--- src/rtl/cdd_pkg.sv ---
// Shared types, constants and calendar tables for the calendar date difference block.
// Used by every module of the block; depends on nothing.
`default_nettype none

package cdd_pkg;

    localparam int unsigned MAX_YEAR = 9999;

    localparam int YEAR_W  = 14;
    localparam int MONTH_W = 4;
    localparam int DAY_W   = 5;
    localparam int ORD_W   = 3;
    localparam int WD_W    = 3;
    localparam int DNUM_W  = 23;
    localparam int DIFF_W  = 22;
    localparam int NSTAGE  = 6;

    localparam logic [12:0] RECIP_100 = 13'd5243;
    localparam int          SHIFT_100 = 19;
    localparam logic [15:0] RECIP_7   = 16'd37450;
    localparam int          SHIFT_7   = 18;

    localparam logic [WD_W-1:0]    WD_INVALID = 3'd7;
    localparam logic [MONTH_W-1:0] MONTH_FEB  = 4'd2;
    localparam logic [MONTH_W-1:0] MONTH_DEC  = 4'd12;

    typedef enum logic [1:0] {
        OP_PLAIN_PLAIN = 2'd0,
        OP_SECOND_NTH  = 2'd1,
        OP_FIRST_NTH   = 2'd2,
        OP_BOTH_NTH    = 2'd3
    } op_t;

    typedef struct packed {
        logic [YEAR_W-1:0]  year;
        logic [MONTH_W-1:0] month;
        logic [DAY_W-1:0]   day;
        logic [ORD_W-1:0]   ordinal;
        logic [WD_W-1:0]    weekday;
    } date_t;

    typedef struct packed {
        logic in_ld;
        logic s1_ld;
        logic s2_ld;
        logic s3_ld;
        logic s4_ld;
        logic out_ld;
    } stage_en_t;

    function automatic logic [4:0] month_len(input logic [MONTH_W-1:0] m);
        logic [4:0] len;
        case (m)
            4'd1, 4'd3, 4'd5, 4'd7, 4'd8, 4'd10, 4'd12: len = 5'd31;
            4'd4, 4'd6, 4'd9, 4'd11:                    len = 5'd30;
            4'd2:                                       len = 5'd28;
            default:                                    len = 5'd0;
        endcase
        return len;
    endfunction

    function automatic logic [8:0] days_before(input logic [MONTH_W-1:0] m);
        logic [8:0] n;
        case (m)
            4'd1:    n = 9'd0;
            4'd2:    n = 9'd31;
            4'd3:    n = 9'd59;
            4'd4:    n = 9'd90;
            4'd5:    n = 9'd120;
            4'd6:    n = 9'd151;
            4'd7:    n = 9'd181;
            4'd8:    n = 9'd212;
            4'd9:    n = 9'd243;
            4'd10:   n = 9'd273;
            4'd11:   n = 9'd304;
            4'd12:   n = 9'd334;
            default: n = 9'd0;
        endcase
        return n;
    endfunction

    function automatic logic [2:0] days_before_mod7(input logic [MONTH_W-1:0] m);
        logic [2:0] r;
        case (m)
            4'd1:    r = 3'd0;
            4'd2:    r = 3'd3;
            4'd3:    r = 3'd3;
            4'd4:    r = 3'd6;
            4'd5:    r = 3'd1;
            4'd6:    r = 3'd4;
            4'd7:    r = 3'd6;
            4'd8:    r = 3'd2;
            4'd9:    r = 3'd5;
            4'd10:   r = 3'd0;
            4'd11:   r = 3'd3;
            4'd12:   r = 3'd5;
            default: r = 3'd0;
        endcase
        return r;
    endfunction

endpackage

`default_nettype wire

--- src/rtl/cdd_ctrl.sv ---
// Pipeline occupancy and load enables for the calendar date difference block.
// Depends on cdd_pkg for the stage count and the enable struct.
`default_nettype none

module cdd_ctrl (
    input  wire logic              clk,
    input  wire logic              rst_n,
    input  wire logic              s_tvalid,
    output logic                   s_tready,
    output logic                   m_tvalid,
    input  wire logic              m_tready,
    output cdd_pkg::stage_en_t     en
);

    logic [cdd_pkg::NSTAGE-1:0] valid_reg;
    logic [cdd_pkg::NSTAGE-1:0] valid_next;
    logic [cdd_pkg::NSTAGE:0]   ready;

    always_comb
    begin
        ready[cdd_pkg::NSTAGE] = m_tready;
        for (int k = cdd_pkg::NSTAGE - 1; k >= 0; k--)
        begin
            ready[k] = !valid_reg[k] || ready[k+1];
        end
        for (int k = 0; k < cdd_pkg::NSTAGE; k++)
        begin
            if (ready[k])
            begin
                valid_next[k] = (k == 0) ? s_tvalid : valid_reg[(k == 0) ? 0 : k-1];
            end
            else
            begin
                valid_next[k] = valid_reg[k];
            end
        end
    end

    always_ff @(posedge clk or negedge rst_n)
    begin
        if (!rst_n)
        begin
            valid_reg <= '0;
        end
        else
        begin
            valid_reg <= valid_next;
        end
    end

    assign s_tready  = ready[0];
    assign m_tvalid  = valid_reg[cdd_pkg::NSTAGE-1];
    assign en.in_ld  = ready[0];
    assign en.s1_ld  = ready[1];
    assign en.s2_ld  = ready[2];
    assign en.s3_ld  = ready[3];
    assign en.s4_ld  = ready[4];
    assign en.out_ld = ready[5];

endmodule

`default_nettype wire

--- src/rtl/cdd_date.sv ---
// Four-stage datapath that turns one date into its day number and a validity flag.
// Depends on cdd_pkg for field widths, reciprocal constants and month tables.
`default_nettype none

module cdd_date #(
    parameter int unsigned MAX_YEAR = cdd_pkg::MAX_YEAR
) (
    input  wire logic                         clk,
    input  wire cdd_pkg::stage_en_t           en,
    input  wire logic                         nth,
    input  wire cdd_pkg::date_t               dt,
    output logic                              ok,
    output logic [cdd_pkg::DNUM_W-1:0]        dnum
);

    localparam int DW = cdd_pkg::DNUM_W;

    // stage 1: century quotients, range checks
    logic [13:0] p_s1;
    logic [26:0] prod_p, prod_y;
    logic        ok_s1;

    logic [13:0] y_s1_reg, p_s1_reg;
    logic [7:0]  qp_s1_reg, qy_s1_reg;
    logic [3:0]  m_s1_reg;
    logic        ok_s1_reg, nth_s1_reg;
    logic [4:0]  d_s1_reg;
    logic [2:0]  ord_s1_reg, wd_s1_reg;

    assign p_s1   = dt.year - 14'd1;
    assign prod_p = 27'(p_s1) * 27'(cdd_pkg::RECIP_100);
    assign prod_y = 27'(dt.year) * 27'(cdd_pkg::RECIP_100);
    assign ok_s1  = (dt.year != '0) && (32'(dt.year) <= MAX_YEAR)
                  && (dt.month != '0) && (dt.month <= cdd_pkg::MONTH_DEC);

    always_ff @(posedge clk)
    begin
        if (en.s1_ld)
        begin
            y_s1_reg   <= dt.year;
            p_s1_reg   <= p_s1;
            qp_s1_reg  <= 8'(prod_p >> cdd_pkg::SHIFT_100);
            qy_s1_reg  <= 8'(prod_y >> cdd_pkg::SHIFT_100);
            m_s1_reg   <= dt.month;
            ok_s1_reg  <= ok_s1;
            nth_s1_reg <= nth;
            d_s1_reg   <= dt.day;
            ord_s1_reg <= dt.ordinal;
            wd_s1_reg  <= dt.weekday;
        end
    end

    // stage 2: leap year, month base, year weekday sum
    logic          cent, leap, adj;
    logic [15:0]   s_full;
    logic [DW-1:0] base_s2;

    logic [14:0]   s_s2_reg;
    logic [DW-1:0] base_s2_reg;
    logic [4:0]    len_s2_reg;
    logic [2:0]    mofs_s2_reg;
    logic          adj_s2_reg, ok_s2_reg, nth_s2_reg;
    logic [4:0]    d_s2_reg;
    logic [2:0]    ord_s2_reg, wd_s2_reg;

    assign cent    = ({1'b0, y_s1_reg} == (15'(qy_s1_reg) * 15'd100));
    assign leap    = ((y_s1_reg[1:0] == 2'd0) && !cent) || (cent && (qy_s1_reg[1:0] == 2'd0));
    assign adj     = (m_s1_reg > cdd_pkg::MONTH_FEB) && leap;
    assign s_full  = 16'(p_s1_reg) + 16'(p_s1_reg >> 2) - 16'(qp_s1_reg) + 16'(qp_s1_reg >> 2);
    assign base_s2 = DW'(p_s1_reg) * DW'(364) + DW'(s_full)
                   + DW'(cdd_pkg::days_before(m_s1_reg)) + DW'(adj);

    always_ff @(posedge clk)
    begin
        if (en.s2_ld)
        begin
            s_s2_reg    <= s_full[14:0];
            base_s2_reg <= base_s2;
            len_s2_reg  <= cdd_pkg::month_len(m_s1_reg)
                         + 5'((m_s1_reg == cdd_pkg::MONTH_FEB) && leap);
            mofs_s2_reg <= cdd_pkg::days_before_mod7(m_s1_reg);
            adj_s2_reg  <= adj;
            ok_s2_reg   <= ok_s1_reg;
            nth_s2_reg  <= nth_s1_reg;
            d_s2_reg    <= d_s1_reg;
            ord_s2_reg  <= ord_s1_reg;
            wd_s2_reg   <= wd_s1_reg;
        end
    end

    // stage 3: year sum modulo 7
    logic [30:0]   prod7;
    logic [11:0]   q7;
    logic [14:0]   r7_full;

    logic [2:0]    r7_s3_reg;
    logic [DW-1:0] base_s3_reg;
    logic [4:0]    len_s3_reg;
    logic [2:0]    mofs_s3_reg;
    logic          adj_s3_reg, ok_s3_reg, nth_s3_reg;
    logic [4:0]    d_s3_reg;
    logic [2:0]    ord_s3_reg, wd_s3_reg;

    assign prod7   = 31'(s_s2_reg) * 31'(cdd_pkg::RECIP_7);
    assign q7      = 12'(prod7 >> cdd_pkg::SHIFT_7);
    assign r7_full = s_s2_reg - 15'(q7) * 15'd7;

    always_ff @(posedge clk)
    begin
        if (en.s3_ld)
        begin
            r7_s3_reg   <= r7_full[2:0];
            base_s3_reg <= base_s2_reg;
            len_s3_reg  <= len_s2_reg;
            mofs_s3_reg <= mofs_s2_reg;
            adj_s3_reg  <= adj_s2_reg;
            ok_s3_reg   <= ok_s2_reg;
            nth_s3_reg  <= nth_s2_reg;
            d_s3_reg    <= d_s2_reg;
            ord_s3_reg  <= ord_s2_reg;
            wd_s3_reg   <= wd_s2_reg;
        end
    end

    // stage 4: day of month, existence check, day number
    logic [3:0] t_sum, dd;
    logic [2:0] start, d0;
    logic [5:0] day_nth, day;
    logic       form_ok;

    always_comb
    begin
        t_sum = 4'(r7_s3_reg) + 4'(mofs_s3_reg) + 4'(adj_s3_reg) + 4'd1;
        if (t_sum >= 4'd14)
        begin
            start = 3'(t_sum - 4'd14);
        end
        else if (t_sum >= 4'd7)
        begin
            start = 3'(t_sum - 4'd7);
        end
        else
        begin
            start = t_sum[2:0];
        end
        dd      = 4'(wd_s3_reg) + 4'd7 - 4'(start);
        d0      = (dd >= 4'd7) ? 3'(dd - 4'd7) : dd[2:0];
        day_nth = 6'd1 + 6'(d0) + 6'(ord_s3_reg - 3'd1) * 6'd7;
        day     = nth_s3_reg ? day_nth : 6'(d_s3_reg);
        form_ok = nth_s3_reg ? ((ord_s3_reg != '0) && (wd_s3_reg != cdd_pkg::WD_INVALID))
                             : (d_s3_reg != '0);
    end

    always_ff @(posedge clk)
    begin
        if (en.s4_ld)
        begin
            ok   <= ok_s3_reg && form_ok && (day <= 6'(len_s3_reg));
            dnum <= base_s3_reg + DW'(day);
        end
    end

endmodule

`default_nettype wire

--- src/rtl/calendar_date_difference.sv ---
// Top level of the calendar date difference block: input register, two date datapaths,
// difference stage and output register. Depends on cdd_pkg, cdd_ctrl and cdd_date.
//
// Usage: the slave channel takes one word per pair of dates; s_tuser carries the
// operation (which dates are given as the Nth weekday of a month), s_tdata the two
// dates. The master channel returns one word per input word, in order: m_tuser[0]
// is set when both dates exist, m_tdata holds the absolute day difference (zero
// when either date does not exist).
// From acceptance to m_tvalid the word passes the input register, four date stages
// and the output register. Throughput: one word per cycle, sustained while m_tready
// stays high; every stage holds one word and advances as soon as the stage after it
// frees up.
// Stall: when m_tready is low the pipeline keeps filling its empty stages and
// drops s_tready only once all six stages hold a word; nothing is lost or repeated.
// Reset: rst_n low empties the pipeline at once; m_tvalid goes low and s_tready
// high, and the block takes words from the first edge after release.
`default_nettype none

module calendar_date_difference #(
    parameter int unsigned MAX_YEAR = cdd_pkg::MAX_YEAR
) (
    input  wire logic        clk,
    input  wire logic        rst_n,
    input  wire logic        s_tvalid,
    output logic             s_tready,
    // [13:0] first_year, [17:14] first_month, [22:18] first_day, [25:23] first_ordinal,
    // [28:26] first_weekday, [42:29] second_year, [46:43] second_month,
    // [51:47] second_day, [54:52] second_ordinal, [57:55] second_weekday, [63:58] zero
    input  wire logic [63:0] s_tdata,
    // [1:0] operation
    input  wire logic [1:0]  s_tuser,
    output logic             m_tvalid,
    input  wire logic        m_tready,
    // [21:0] day_difference, [23:22] zero
    output logic [23:0]      m_tdata,
    // [0] valid_res
    output logic [0:0]       m_tuser
);

    cdd_pkg::stage_en_t en;

    cdd_ctrl u_ctrl (
        .clk      (clk),
        .rst_n    (rst_n),
        .s_tvalid (s_tvalid),
        .s_tready (s_tready),
        .m_tvalid (m_tvalid),
        .m_tready (m_tready),
        .en       (en)
    );

    cdd_pkg::op_t   op_reg;
    cdd_pkg::date_t first_reg, second_reg;
    logic           nth_first, nth_second;

    always_ff @(posedge clk)
    begin
        if (en.in_ld)
        begin
            op_reg     <= cdd_pkg::op_t'(s_tuser);
            first_reg  <= cdd_pkg::date_t'({s_tdata[13:0], s_tdata[17:14], s_tdata[22:18],
                                            s_tdata[25:23], s_tdata[28:26]});
            second_reg <= cdd_pkg::date_t'({s_tdata[42:29], s_tdata[46:43], s_tdata[51:47],
                                            s_tdata[54:52], s_tdata[57:55]});
        end
    end

    assign nth_first  = (op_reg == cdd_pkg::OP_FIRST_NTH) || (op_reg == cdd_pkg::OP_BOTH_NTH);
    assign nth_second = (op_reg == cdd_pkg::OP_SECOND_NTH) || (op_reg == cdd_pkg::OP_BOTH_NTH);

    logic                        ok_a, ok_b;
    logic [cdd_pkg::DNUM_W-1:0]  dnum_a, dnum_b;

    cdd_date #(
        .MAX_YEAR (MAX_YEAR)
    ) u_first (
        .clk  (clk),
        .en   (en),
        .nth  (nth_first),
        .dt   (first_reg),
        .ok   (ok_a),
        .dnum (dnum_a)
    );

    cdd_date #(
        .MAX_YEAR (MAX_YEAR)
    ) u_second (
        .clk  (clk),
        .en   (en),
        .nth  (nth_second),
        .dt   (second_reg),
        .ok   (ok_b),
        .dnum (dnum_b)
    );

    logic                        both_ok;
    logic [cdd_pkg::DNUM_W-1:0]  span_full;
    logic [cdd_pkg::DIFF_W-1:0]  diff;

    assign both_ok   = ok_a && ok_b;
    assign span_full = !both_ok ? '0
                     : (dnum_a > dnum_b) ? (dnum_a - dnum_b) : (dnum_b - dnum_a);
    assign diff      = span_full[cdd_pkg::DIFF_W-1:0];

    always_ff @(posedge clk)
    begin
        if (en.out_ld)
        begin
            m_tuser <= both_ok;
            m_tdata <= 24'(diff);
        end
    end

`ifndef SYNTH
    assert property (@(posedge clk) disable iff (!rst_n)
        m_tvalid && !m_tuser[0] |-> m_tdata == '0)
        else $error("invalid result carries a nonzero difference");

    assert property (@(posedge clk) disable iff (!rst_n)
        m_tvalid |-> m_tdata <= 24'd3652058)
        else $error("day difference beyond calendar range");

    assert property (@(posedge clk) disable iff (!rst_n)
        !s_tready |-> m_tvalid && !m_tready)
        else $error("input stalled while output stage can drain");
`endif

endmodule

`default_nettype wire

--- config.mk ---
export PLATFORM = sky130hd
export DESIGN_NAME = calendar_date_difference
export DESIGN_NICKNAME = d
export VERILOG_FILES = /design/src/rtl/cdd_pkg.sv /design/src/rtl/cdd_ctrl.sv /design/src/rtl/cdd_date.sv /design/src/rtl/calendar_date_difference.sv
export SDC_FILE = /design/constraint.sdc
export NUM_CORES = 2
export LEC_CHECK = 0
export ABC_CLOCK_PERIOD_IN_PS = 7600
export BUFFER_PORTS_ARGS = -buffer_cell sky130_fd_sc_hd__buf_2
export CAP_MARGIN = 0
export CORE_MARGIN = 3
export CORE_UTILIZATION = 35
export DETAILED_ROUTE_END_ITERATION = 8
export GPL_ROUTABILITY_DRIVEN = 0
export SYNTH_ARGS = -nofsm -noshare
export SYNTH_HDL_FRONTEND = slang
export SYNTH_SLANG_ARGS = --single-unit
--- constraint.sdc ---
create_clock -name clk -period 7.6 [get_ports clk]
set_input_delay 1.52 -clock clk [delete_from_list [all_inputs] [get_ports clk]]
set_output_delay 1.52 -clock clk [all_outputs]
set_load 0.005 [all_outputs]
==> results by group <==
Global routing
  • First-pass GRT wire length: 160,500 µm
  • Number of antenna violations at the first check in global routing: 6
  • Global-route congestion overflow total: 0
  • Maximum number of pins on one net before global-route repair: 72
  • Global-route usage over all layers: 13.98%
  • Number of global-route vias before repair: 30,840

Route
  • Vias per inst: 4.688
  • Drt initial violations: 1,323
  • Post-detailed-routing wire length: 97,100 µm
  • Number of optimization iterations in the first detailed-route pass: 5
  • DRC violation count after routing: 0
  • Via count: 29,600
  • Average wire per cell in the routed design: 15.38 µm
  • Count of antenna-violating nets left after detailed routing: 0

Synthesis
  • Sequential share of the synthesized area: 30.29%
  • Yosys cell types: 79
  • Yosys top cell area share: 28.99%
  • Post-synth ARST share: 1.202%
  • Synth top area cells: edfxtp_1 29%, ha_1 24%, fa_1 18%, inv_1 6.6%, xnor2_1 4.0%
  • Average cell area after synthesis: 11.33 µm²
  • Primary FF master, synth: edfxtp_1
  • Synthesized instance count: 4,286
  • Netlist area before placement: 0.04857 mm²
  • Yosys warning count: 0
  • Most area-hungry cell type in the Yosys netlist: edfxtp_1
  • Register bit total from synthesis: 499
  • EDFF count, synth: 469

Outcome
  • Outcome: complete, no violations

Setup path
  • Critical path's slowest cell: fa_2
  • Arrival time of data at the critical path endpoint: 7.64 ns
  • Critical path capture point type: flip-flop
  • CP dominant cell by count: ha_1
  • Highest fanout seen on the critical path: 4
  • Delay of the slowest critical-path stage: 0.57 ns
  • Crit Path Class: reg2reg
  • Data required time of the critical path: 7.97 ns
  • CP startpoint kind: flip-flop

Floorplan
  • Die outline area: 0.1433 mm²
  • Vert. Die Dim: 378.5 µm
  • I/O pin count: 97
  • Die extent in x: 378.5 µm
  • Effective utilization at floorplan: 35.28%
  • Row count: 136
  • Core area: 0.1377 mm²

Timing
  • Sum Neg Setup Slack: 0 ns
  • Minimum setup slack in the final design: 0.3309 ns
  • FMAX: 137.6 MHz
  • Final Cycle Share: 95.65%
  • Transition time at the pin with the least slew margin: 1.047 ns
  • Worst slew margin relative to its limit: 28.20%
  • Final setup vio count: 0
  • Hold Vio Cnt, Final: 0
  • Number of slew-limit violations in the final report: 0
  • Maximum clock skew at final layout: 0.04178 ns
  • Tmin final: 7.269 ns

Place
  • Port-buffer cells: 88
  • Setup WS pre-CTS: 0.03699 ns
  • HPWL reported at the end of detailed placement: 80,980 µm

Clock network
  • CTS H-Tree Depth: 2
  • Library cell used as clock root buffer: clkbuf_16
  • Max Root-Sink Buffers: 3
  • Num CTS Buffers: 57
  • Worst-path clk slew: 0.06 ns
  • Clock network latency to the later pin of the worst-skew pair: 0.65 ns
  • Number of buffers inserted by hold repair at cts: 0
  • TritonCTS clock tree: yes
  • Clock Sinks: 499

Layout
  • Multi-input gate area in the final layout: 0.03056 mm²
  • Layout area overhead: 10.38%
  • Sequential Area: 0.01471 mm²
  • Layout cell share with drive strength beyond 1: 7.284%
  • Fill cells: 13,170
  • Number of nets in the layout: 5,927

Hold path
  • Path type of the worst min-delay path: reg2reg

Run
  • Max-capacitance violation count: 0
per-stage QoR:
step                cells  hold slack, ns  area, µm²  util [%]
finish               6313          0.4075      53620     38.95
global route         6311          0.4172      53610     38.94
CTS                  6311          0.4085      53530     38.89
detailed placement   6203          0.4045      51610     37.49
global placement     6203          0.4017      51610     37.49
floorplan            4287          0.4003      48580         -
worst max-delay path, delay by kind of cell (launching register included):
kind | cells | cell delay, ns
muxes | 2 | 0.70
adders and majority gates | 11 | 3.47
buffers and inverters | 4 | 0.28
xor gates and xnor gates | 4 | 0.56
AOI/OAI and AO/OA | 5 | 0.82
and+or+nand+nor | 6 | 0.84
DFF | 1 | 0.32
cell type report:
cell class	count	share of cell area [%]
Sequential cell	499	27.44
Inverter	860	6.026
Multi-Input combinational cell	2895	57.00
Tap cell	1794	4.187
Timing Repair Buffer	155	1.760
Clock inverter	41	0.7701
Clock buffer	67	2.807
Antenna cell	2	0.009335
Yosys cell counts (16+ instances only):
| cell type | count |
|---|---|
| nand2b_1 | 20 |
| mux2i_1 | 16 |
| edfxtp_1 | 469 |
| o21a_1 | 25 |
| clkbuf_1 | 17 |
| nor3_1 | 51 |
| xor2_1 | 111 |
| o21bai_1 | 33 |
| nand2_1 | 130 |
| a21oi_1 | 184 |
| nand3_1 | 63 |
| a21o_1 | 75 |
| nand4_1 | 24 |
| inv_1 | 859 |
| o21ai_0 | 106 |
| nor2b_1 | 33 |
| ha_1 | 942 |
| a31oi_1 | 29 |
| fa_1 | 447 |
| dfxtp_1 | 24 |
| nor2_1 | 158 |
| and3_1 | 33 |
| xnor2_1 | 221 |
metal layers:
layer	vias up	wire [µm]	track usage, %
met4	2	2609	4.019
met5	-	20	0
met2	345	44720	22.92
met3	118	3018	1.643
li1	14840	-	-
met1	14300	46730	19.42
cell usage in the layout, fill, tap and decap left out, drive strengths merged, types with 52 or more instances in the layout:
cell type / synthesis / routed
xor2: 111 / 111
fa: 447 / 447
nand3: 64 / 64
nand2: 130 / 130
edfxtp: 469 / 469
a21oi: 185 / 185
nor3: 52 / 52
xnor2: 221 / 221
clkbuf: 18 / 67
a21o: 75 / 75
o21ai: 108 / 108
buf: 15 / 155
nor2: 159 / 159
ha: 942 / 942
inv: 860 / 872
cells by family after synthesis:
logic type | count (synthesis) | synth area share [%]
simple gates | 573 | 5.737
compound gates | 565 | 7.465
xor+xnor | 332 | 5.986
flops | 499 | 30.29
buf+inv | 893 | 7.025
fa+ha+maj | 1389 | 42.69
mux | 34 | 0.7985
other cells | 1 | 0.007720
final timing paths:
kind	startpoint	to	slack [ns]	cells after the start
worst max-delay path	u_first.adj_s3_reg$_DFFE_PP_	u_first.dnum[18]$_DFFE_PP_	0.33	32
worst min-delay path	u_first.base_s2_reg[10]$_DFFE_PP_	u_first.base_s3_reg[10]$_DFFE_PP_	0.41	0
worst max register to register	u_first.adj_s3_reg$_DFFE_PP_	u_first.dnum[18]$_DFFE_PP_	0.33	32
worst min register to register	u_first.base_s2_reg[10]$_DFFE_PP_	u_first.base_s3_reg[10]$_DFFE_PP_	0.41	0
max in group asynchronous	rst_n	u_ctrl.valid_reg[3]$_DFFE_PN0P_	6.61	1
min in group asynchronous	rst_n	u_ctrl.valid_reg[0]$_DFFE_PN0P_	0.76	1
repair_timing:
item / 4_1_cts / 5_1_grt
endpoints found under the setup margin: 1 / 24
pin swaps: 0 / 3
gates resized for setup: 1 / 18
buffers inserted: 0 / 0
Power is left out: the tool's default activity adds up to more than one toggle a clock period on the data nets, which glitch-free logic cannot reach.
